File: src/design/pd_pkg.sv
// Package for the packet deframer: frame byte codes, phase and event enums,
// and the result record passed from the parser to the output register.
// No dependencies.
package pd_pkg;

  localparam logic [7:0]  HeadByte      = 8'hAA;
  localparam logic [7:0]  VerifyByte    = 8'h41;
  localparam logic [7:0]  TailByte      = 8'hFF;
  localparam logic [16:0] FrameOverhead = 17'd7;
  localparam logic [16:0] MaxLenReset   = 17'd4096;

  typedef enum logic [2:0] {
    PH_HUNT    = 3'd0,
    PH_VERIFY  = 3'd1,
    PH_SEQ     = 3'd2,
    PH_CMD     = 3'd3,
    PH_LEN_LO  = 3'd4,
    PH_LEN_HI  = 3'd5,
    PH_PAYLOAD = 3'd6,
    PH_TAIL    = 3'd7
  } phase_e;

  typedef enum logic [1:0] {
    EV_DATA     = 2'd0,
    EV_OK       = 2'd1,
    EV_NO_TAIL  = 2'd2,
    EV_TOO_LONG = 2'd3
  } event_e;

  typedef struct packed {
    event_e      event_res;
    logic [7:0]  data_byte;
    logic [7:0]  command;
    logic [7:0]  sequence_res;
    logic [15:0] payload_len;
    logic        frame_end;
  } pd_result_t;

endpackage

File: src/design/pd_parse.sv
// Frame parser: phase state machine plus the captured header fields.
// Builds the result for the byte held in the input register. Uses pd_pkg.
module pd_parse import pd_pkg::*; (
  input  logic        clk_i,
  input  logic        rst_ni,
  input  logic        step_i,
  input  logic [7:0]  byte_i,
  input  logic [16:0] max_len_i,
  output logic        has_result_o,
  output pd_result_t  result_o
);

  phase_e      phase_q, phase_d;
  logic [7:0]  seq_q, seq_d;
  logic [7:0]  cmd_q, cmd_d;
  logic [15:0] len_q, len_d;
  logic [15:0] count_q, count_d;
  logic [15:0] count_inc;
  logic [15:0] len_full;
  logic [16:0] pkt_total;

  assign count_inc = count_q + 16'd1;
  assign len_full  = {byte_i, len_q[7:0]};
  assign pkt_total = {1'b0, len_q} + FrameOverhead;

  // Next phase.
  always_comb begin
    phase_d = phase_q;
    unique case (phase_q)
      PH_HUNT:    if (byte_i == HeadByte) phase_d = PH_VERIFY;
      PH_VERIFY:  if (byte_i == VerifyByte) phase_d = PH_SEQ;
      PH_SEQ:     phase_d = PH_CMD;
      PH_CMD:     phase_d = PH_LEN_LO;
      PH_LEN_LO:  phase_d = PH_LEN_HI;
      PH_LEN_HI:  phase_d = (len_full == 16'd0) ? PH_TAIL : PH_PAYLOAD;
      PH_PAYLOAD: if (count_inc >= len_q) phase_d = PH_TAIL;
      PH_TAIL:    phase_d = PH_HUNT;
      default:    phase_d = PH_HUNT;
    endcase
  end

  // Header captures and the result for this byte.
  always_comb begin
    seq_d                 = seq_q;
    cmd_d                 = cmd_q;
    len_d                 = len_q;
    count_d               = count_q;
    has_result_o          = 1'b0;
    result_o.event_res    = EV_DATA;
    result_o.data_byte    = 8'd0;
    result_o.command      = cmd_q;
    result_o.sequence_res = seq_q;
    result_o.payload_len  = len_q;
    result_o.frame_end    = 1'b0;
    unique case (phase_q)
      PH_SEQ:    seq_d = byte_i;
      PH_CMD:    cmd_d = byte_i;
      PH_LEN_LO: len_d = {8'd0, byte_i};
      PH_LEN_HI: begin
        len_d   = len_full;
        count_d = 16'd0;
      end
      PH_PAYLOAD: begin
        count_d            = count_inc;
        has_result_o       = 1'b1;
        result_o.data_byte = byte_i;
      end
      PH_TAIL: begin
        has_result_o       = 1'b1;
        result_o.frame_end = 1'b1;
        // A bad tail outranks the length check.
        if (byte_i != TailByte) begin
          result_o.event_res = EV_NO_TAIL;
        end else if (pkt_total > max_len_i) begin
          result_o.event_res = EV_TOO_LONG;
        end else begin
          result_o.event_res = EV_OK;
        end
      end
      default: ;
    endcase
  end

  always_ff @(posedge clk_i or negedge rst_ni) begin
    if (!rst_ni) begin
      phase_q <= PH_HUNT;
      seq_q   <= 8'd0;
      cmd_q   <= 8'd0;
      len_q   <= 16'd0;
      count_q <= 16'd0;
    end else if (step_i) begin
      phase_q <= phase_d;
      seq_q   <= seq_d;
      cmd_q   <= cmd_d;
      len_q   <= len_d;
      count_q <= count_d;
    end
  end

  a_tail_returns_to_hunt: assert property (@(posedge clk_i) disable iff (!rst_ni)
    step_i && phase_q == PH_TAIL |=> phase_q == PH_HUNT)
    else $error("tail byte did not return the parser to hunting");

  a_end_matches_event: assert property (@(posedge clk_i) disable iff (!rst_ni)
    has_result_o |-> (result_o.frame_end == (result_o.event_res != EV_DATA)))
    else $error("frame end flag disagrees with the event");

  a_status_data_zero: assert property (@(posedge clk_i) disable iff (!rst_ni)
    has_result_o && result_o.event_res != EV_DATA |-> result_o.data_byte == 8'd0)
    else $error("status result carries a nonzero data byte");

  a_result_phase: assert property (@(posedge clk_i) disable iff (!rst_ni)
    has_result_o |-> (phase_q == PH_PAYLOAD || phase_q == PH_TAIL))
    else $error("result produced outside payload or tail");

endmodule

File: src/design/pd_out_reg.sv
// Result register of the deframer: holds one result until the downstream
// side takes it, and loads a new one in the same cycle it drains. Uses pd_pkg.
module pd_out_reg import pd_pkg::*; (
  input  logic       clk_i,
  input  logic       rst_ni,
  input  logic       load_i,
  input  pd_result_t result_i,
  output logic       can_load_o,
  output logic       valid_o,
  input  logic       ready_i,
  output pd_result_t result_o
);

  logic       valid_q, valid_d;
  pd_result_t result_q;

  assign can_load_o = !valid_q || ready_i;
  assign valid_d    = load_i || (valid_q && !ready_i);

  always_ff @(posedge clk_i or negedge rst_ni) begin
    if (!rst_ni) begin
      valid_q <= 1'b0;
    end else begin
      valid_q <= valid_d;
    end
  end

  always_ff @(posedge clk_i) begin
    if (load_i) begin
      result_q <= result_i;
    end
  end

  assign valid_o  = valid_q;
  assign result_o = result_q;

endmodule

File: src/design/packet_deframer_top.sv
// Packet deframer top level: input byte register, frame parser, result register
// and the max_packet_len configuration register. Uses pd_pkg, pd_parse, pd_out_reg.

// The deframer takes one received byte per cycle. Each accepted byte sits in the
// input register while the phase state machine classifies it; a payload byte or
// end-of-frame status is then loaded into the result register, which drives the
// output. Header bytes produce no result. The input stalls only when the held
// byte produces a result and the result register holds one that is not taken in
// that cycle, so full rate holds as long as results are taken as they appear.
module packet_deframer_top import pd_pkg::*; (
  input  logic        clk_i,
  input  logic        rst_ni,
  input  logic        cfg_valid_i,
  output logic        cfg_ready_o,
  input  logic [16:0] cfg_data_i,
  input  logic        in_valid_i,
  output logic        in_ready_o,
  input  logic [7:0]  rx_byte_i,
  output logic        out_valid_o,
  input  logic        out_ready_i,
  output logic [1:0]  event_res_o,
  output logic [7:0]  data_byte_o,
  output logic [7:0]  command_o,
  output logic [7:0]  sequence_res_o,
  output logic [15:0] payload_len_o,
  output logic        frame_end_o
);

  logic [16:0] max_len_q;
  logic        in_valid_q, in_valid_d;
  logic [7:0]  in_byte_q;
  logic        advance;
  logic        has_result;
  logic        out_can_load;
  pd_result_t  parse_result;
  pd_result_t  out_result;

  assign cfg_ready_o = 1'b1;

  always_ff @(posedge clk_i or negedge rst_ni) begin
    if (!rst_ni) begin
      max_len_q <= MaxLenReset;
    end else if (cfg_valid_i) begin
      max_len_q <= cfg_data_i;
    end
  end

  // A held byte moves on unless it needs the result register and that is full.
  assign advance    = in_valid_q && (!has_result || out_can_load);
  assign in_ready_o = !in_valid_q || advance;
  assign in_valid_d = (in_valid_i && in_ready_o) || (in_valid_q && !advance);

  always_ff @(posedge clk_i or negedge rst_ni) begin
    if (!rst_ni) begin
      in_valid_q <= 1'b0;
    end else begin
      in_valid_q <= in_valid_d;
    end
  end

  always_ff @(posedge clk_i) begin
    if (in_valid_i && in_ready_o) begin
      in_byte_q <= rx_byte_i;
    end
  end

  pd_parse u_parse (
    .clk_i        (clk_i),
    .rst_ni       (rst_ni),
    .step_i       (advance),
    .byte_i       (in_byte_q),
    .max_len_i    (max_len_q),
    .has_result_o (has_result),
    .result_o     (parse_result)
  );

  pd_out_reg u_out_reg (
    .clk_i      (clk_i),
    .rst_ni     (rst_ni),
    .load_i     (advance && has_result),
    .result_i   (parse_result),
    .can_load_o (out_can_load),
    .valid_o    (out_valid_o),
    .ready_i    (out_ready_i),
    .result_o   (out_result)
  );

  assign event_res_o    = out_result.event_res;
  assign data_byte_o    = out_result.data_byte;
  assign command_o      = out_result.command;
  assign sequence_res_o = out_result.sequence_res;
  assign payload_len_o  = out_result.payload_len;
  assign frame_end_o    = out_result.frame_end;

  a_no_load_when_full: assert property (@(posedge clk_i) disable iff (!rst_ni)
    advance && has_result |-> out_can_load)
    else $error("result loaded over an untaken result");

  a_stall_only_for_result: assert property (@(posedge clk_i) disable iff (!rst_ni)
    in_valid_q && !advance |-> has_result && out_valid_o && !out_ready_i)
    else $error("input stalled without a blocked result");

  a_held_byte_stable: assert property (@(posedge clk_i) disable iff (!rst_ni)
    in_valid_q && !advance |=> in_valid_q && $stable(in_byte_q))
    else $error("stalled input byte changed");

endmodule

File: config.mk
export PLATFORM = sky130hd
export DESIGN_NAME = packet_deframer_top
export DESIGN_NICKNAME = d
export VERILOG_FILES = /design/src/design/pd_pkg.sv /design/src/design/pd_parse.sv /design/src/design/pd_out_reg.sv /design/src/design/packet_deframer_top.sv
export SDC_FILE = /design/constraint.sdc
export NUM_CORES = 1
export LEC_CHECK = 0
export CORE_MARGIN = 8
export CORE_UTILIZATION = 57
export DETAILED_ROUTE_END_ITERATION = 7
export DONT_BUFFER_PORTS = 1
export PLACE_DENSITY_LB_ADDON = 0.05
export SYNTH_ARGS = -nofsm -noshare
export SYNTH_HDL_FRONTEND = slang
export SYNTH_SLANG_ARGS = --single-unit
File: constraint.sdc
create_clock -name clk_i -period 5.8 [get_ports clk_i]
set_clock_uncertainty 0.15 [all_clocks]
set_input_delay 1.16 -clock clk_i [delete_from_list [all_inputs] [get_ports clk_i]]
set_output_delay 1.16 -clock clk_i [all_outputs]
set_load 0.1 [all_outputs]
==> impl_metrics.prom <==
# TYPE chip_impl_metric gauge
chip_impl_metric{name="ys_async_sr_fraction",unit=""} 0.579
chip_impl_metric{name="num_antenna_cells",unit=""} 0
chip_impl_metric{name="finalSetupViolations",unit=""} 0
chip_impl_metric{name="crit_path_arrival_time",unit="ps"} 2680
chip_impl_metric{name="remaining_drc_errors",unit=""} 0
chip_impl_info{name="cts_tree",value="built"} 1
chip_impl_info{name="setup_repair_after_global_routing_missed_its_margin",value="no"} 1
chip_impl_metric{name="floorplan.initialDensity",unit=""} 0.575
chip_impl_metric{name="timing_worst_slew_pin_value",unit="ps"} 1190
chip_impl_metric{name="ys.warnings.count",unit=""} 0
chip_impl_metric{name="post_drt_via_cell_ratio",unit=""} 5.65
chip_impl_metric{name="port-buffer-count",unit=""} 0
chip_impl_metric{name="register_area",unit="sq mm"} 0.00328
chip_impl_metric{name="finalCriticalPeriod",unit="ps"} 3990
chip_impl_metric{name="max_cap_viol_count",unit=""} 0
chip_impl_metric{name="grt_antenna_before_repair",unit=""} 0
chip_impl_metric{name="number_of_distinct_standard_cells_referenced_by_the_synthesized_netlist",unit=""} 47
chip_impl_metric{name="area_growth",unit="%"} 11.3
chip_impl_metric{name="ff2ff_path_depth",unit=""} 12
chip_impl_metric{name="fp.dieArea",unit="sq mm"} 0.0137
chip_impl_metric{name="timing.setup.tns",unit="ps"} 0
chip_impl_metric{name="number_of_clock_buffers_inserted_by_tritoncts",unit=""} 17
chip_impl_metric{name="clock-sinks",unit=""} 121
chip_impl_metric{name="slew_limit_headroom",unit=""} 0.199
chip_impl_metric{name="grt-ovfl-total",unit=""} 0
chip_impl_metric{name="maximum_number_of_pins_on_one_net_before_global_route_repair",unit=""} 71
chip_impl_metric{name="switchingPower",unit="uW"} 469
chip_impl_metric{name="post_cts_hold_buffer_count",unit=""} 0
chip_impl_metric{name="total_power",unit="uW"} 2000
chip_impl_metric{name="netlist_area_pre_place",unit="sq mm"} 0.00580
chip_impl_info{name="timing.critical_path.to_type",value="primary output"} 1
chip_impl_metric{name="nNetsFinal",unit=""} 586
chip_impl_metric{name="vdd_drop_max",unit="uV"} 182
chip_impl_metric{name="post-dp-hpwl",unit="um"} 8730
chip_impl_metric{name="first_iter_violations",unit=""} 303
chip_impl_metric{name="cpPeakStageDelay",unit="ps"} 960
chip_impl_info{name="status",value="completed"} 1
chip_impl_metric{name="routed_wirelength",unit="um"} 12300
chip_impl_metric{name="drtAntennaViolNets",unit=""} 0
chip_impl_metric{name="htree_levels",unit=""} 4
chip_impl_info{name="critical_path.cell_chain",value="nor2b_1 -> nand2b_1"} 1
chip_impl_metric{name="placementRows",unit=""} 37
chip_impl_metric{name="postCtsResizedCells",unit=""} 0
chip_impl_metric{name="number_of_cells_in_the_finished_layout_apart_from_fillers",unit=""} 670
chip_impl_metric{name="die_extent_in_x",unit="um"} 117
chip_impl_metric{name="reported_leakage_power",unit="uW"} 0.00261
chip_impl_metric{name="vias",unit=""} 3784
chip_impl_info{name="path_class",value="reg2out"} 1
chip_impl_metric{name="die_height",unit="um"} 117
chip_impl_metric{name="buffer_levels_on_the_longest_clock_path",unit=""} 2
chip_impl_metric{name="top_level_ports",unit=""} 76
chip_impl_metric{name="layout.filler_cells",unit=""} 807
chip_impl_metric{name="clk_pin_slew",unit="ps"} 60
chip_impl_metric{name="power.clock.fraction",unit=""} 0.494
chip_impl_metric{name="synth_area_per_cell",unit="sq um"} 11.2
chip_impl_metric{name="post_cts_buffers",unit=""} 0
chip_impl_metric{name="crit_path_max_fanout",unit=""} 6
chip_impl_metric{name="area_occupied_by_multi_input_gates",unit="sq mm"} 0.00228
chip_impl_metric{name="dp.cells",unit=""} 638
chip_impl_metric{name="finalHoldWorstSlack",unit="ps"} 179
chip_impl_info{name="worst_path_max_delay_cell",value="sky130_fd_sc_hd__dfrtp_1"} 1
chip_impl_metric{name="first_global_vias",unit=""} 3813
chip_impl_metric{name="slew_violations",unit=""} 0
chip_impl_metric{name="post_route_cells_drive_above_1_share",unit=""} 0.109
chip_impl_info{name="critical_path.startpoint_type",value="register"} 1
chip_impl_info{name="reg2reg_to",value="u_parse.phase_q[0]"} 1
chip_impl_info{name="critical_path.reg2reg.startpoint",value="u_parse.count_q[0]"} 1
chip_impl_metric{name="power.density_cell_area",unit="mW/mm^2"} 310
chip_impl_metric{name="sequential_element_share_of_the_synthesized_area",unit=""} 0.566
chip_impl_metric{name="fin_crit_sh",unit=""} 0.688
chip_impl_metric{name="global_route.usage.total",unit=""} 0.195
chip_impl_info{name="cts_root_buf",value="sky130_fd_sc_hd__clkbuf_8"} 1
chip_impl_metric{name="globalplace.congestion",unit=""} 0.850
chip_impl_metric{name="power_report.internal_total",unit="uW"} 1530
chip_impl_metric{name="power.switching_fraction",unit=""} 0.235
chip_impl_info{name="hold_class",value="in2async"} 1
chip_impl_metric{name="grt_first_pass_wirelength",unit="um"} 19900
chip_impl_metric{name="sequential_power_share",unit=""} 0.472
chip_impl_metric{name="proportion_of_power_drawn_by_combinational_gates",unit=""} 0.033
chip_impl_metric{name="fmax",unit="GHz"} 0.250
chip_impl_metric{name="final_hold_viol_count",unit=""} 0
chip_impl_metric{name="design.core.area",unit="sq mm"} 0.0101
chip_impl_metric{name="clk-insertion-delay-late",unit="ps"} 520
chip_impl_metric{name="crit_required",unit="ps"} 4490
chip_impl_info{name="synthFlopType",value="sky130_fd_sc_hd__dfrtp_1"} 1
chip_impl_metric{name="synth.net_count",unit=""} 585
chip_impl_metric{name="synth_register_bits",unit=""} 121
chip_impl_metric{name="syn_inst",unit=""} 520
chip_impl_metric{name="first_pass_iters",unit=""} 4
chip_impl_metric{name="drt-wirelength-per-cell",unit="um"} 18.4
chip_impl_metric{name="ff2ff_setup_slack",unit="ps"} 2220
chip_impl_metric{name="edff_count_synth",unit=""} 51
[per-layer routing]
layer | up-vias | GRT usage | share of wire
met5 | - | 0 | 0
met4 | 0 | 0.0862 | 0.016
met3 | 19 | 0.0472 | 0.040
met2 | 90 | 0.302 | 0.48
met1 | 1833 | 0.257 | 0.46
li1 | 1842 | - | -
[placed cells by master (no fill, tap or decap), types with 5 or more instances in the layout]
cell type                    n
sky130_fd_sc_hd__dfrtp_1    69
sky130_fd_sc_hd__and3_1      6
sky130_fd_sc_hd__nand3_1    17
sky130_fd_sc_hd__o21ai_0    55
sky130_fd_sc_hd__and2_1     14
sky130_fd_sc_hd__xnor2_1    22
sky130_fd_sc_hd__a21o_1      7
sky130_fd_sc_hd__nor2_1     18
sky130_fd_sc_hd__inv_1      39
sky130_fd_sc_hd__clkbuf_16  16
sky130_fd_sc_hd__mux2_2     17
sky130_fd_sc_hd__a21oi_1    12
sky130_fd_sc_hd__ha_1       35
sky130_fd_sc_hd__xor2_1      7
sky130_fd_sc_hd__nand2_1    64
sky130_fd_sc_hd__nand2b_1    5
sky130_fd_sc_hd__nand4_1    11
sky130_fd_sc_hd__edfxtp_1   51
sky130_fd_sc_hd__inv_6       7
sky130_fd_sc_hd__nor3_1     10
[sequential cells by signal (all words and copies together), names as in the netlist]
register            flops
u_parse.cmd_q           8
u_parse.phase_q         3
u_out_reg.valid_o       1
u_out_reg.result_o     43
in_byte_q               8
u_parse.count_q        16
u_parse.seq_q           8
max_len_q              17
in_valid_q              1
u_parse.len_q          16
[area by class of cell]
cell class | instances | share of cell area
Clock inverter | 14 | 0.0209
Tap cell | 136 | 0.0264
Sequential cell | 121 | 0.509
Inverter | 39 | 0.0227
Multi-Input combinational cell | 341 | 0.354
Clock buffer | 18 | 0.0663
Timing Repair Buffer | 1 | 0.00116
[stage by stage]
stage          cell area (sq um)  setup slack (ps)  utilization
3_3_place_gp                5890              2290        0.584
5_1_grt                     6460              1640        0.640
6_report                    6460              1810        0.640
3_5_place_dp                5890              2260        0.584
2_1_floorplan               5800              2150            -
4_1_cts                     6460              1770        0.640
[logic make-up (layout without fill, tap and decap cells)]
kind of cell | after synthesis | after routing | share of synthesized area
compound gates | 97 | 97 | 0.100
fa+ha+maj | 35 | 35 | 0.0755
other cells | 1 | 1 | 0.000646
buf+inv | 58 | 72 | 0.0414
simple gates | 161 | 161 | 0.137
mux | 18 | 18 | 0.0349
flops | 121 | 121 | 0.566
xor+xnor | 29 | 29 | 0.0438
[how the worst max path moves through the flow]
stage,from,end,cells after the start
2_1_floorplan,out_ready_i,u_out_reg.result_o[0],2
3_3_place_gp,out_ready_i,in_ready_o,2
3_5_place_dp,u_parse.count_q[0],u_parse.phase_q[0],12
4_1_cts,u_out_reg.valid_o,in_ready_o,2
5_1_grt,u_out_reg.valid_o,in_ready_o,2
6_report,u_out_reg.valid_o,in_ready_o,2
[cells in the mapped netlist, drive strengths merged (2+ instances only)]
cell | n | share of area
dfrtp | 69 | 0.30
nand2 | 64 | 0.041
o21ai | 55 | 0.047
edfxtp | 51 | 0.26
inv | 39 | 0.025
ha | 35 | 0.075
xnor2 | 22 | 0.033
nor2 | 19 | 0.012
mux2 | 18 | 0.035
nand3 | 17 | 0.015
clkbuf | 15 | 0.0097
and2 | 14 | 0.015
a21oi | 12 | 0.010
nand4 | 11 | 0.012
nor3 | 10 | 0.0086
a21o | 7 | 0.0091
xor2 | 7 | 0.011
and3 | 6 | 0.0065
nand2b | 5 | 0.0054
a22o | 4 | 0.0060
buf | 4 | 0.0065
nor4 | 4 | 0.0069
o31ai | 4 | 0.0052
a31oi | 3 | 0.0032
or2 | 3 | 0.0032
a41oi | 2 | 0.0030
nor2b | 2 | 0.0022
o21a | 2 | 0.0026
o311ai | 2 | 0.0030
[power groups by stage]
stage / sequential, uW / combinational (uW) / clock (uW)
final: 945 / 66.5 / 989
after global routing: 948 / 77.1 / 1040
after CTS: 944 / 67.3 / 1000
after detailed placement: 960 / 66.6 / 0
after global placement: 959 / 64.0 / 0
after floorplan: 942 / 64.9 / 0
[critical path: cells and delay by family, from the launching register on]
family,cells,cell delay [ps]
flops,1,960
simple gates,2,1190
Power figures use the tool's default switching activity.
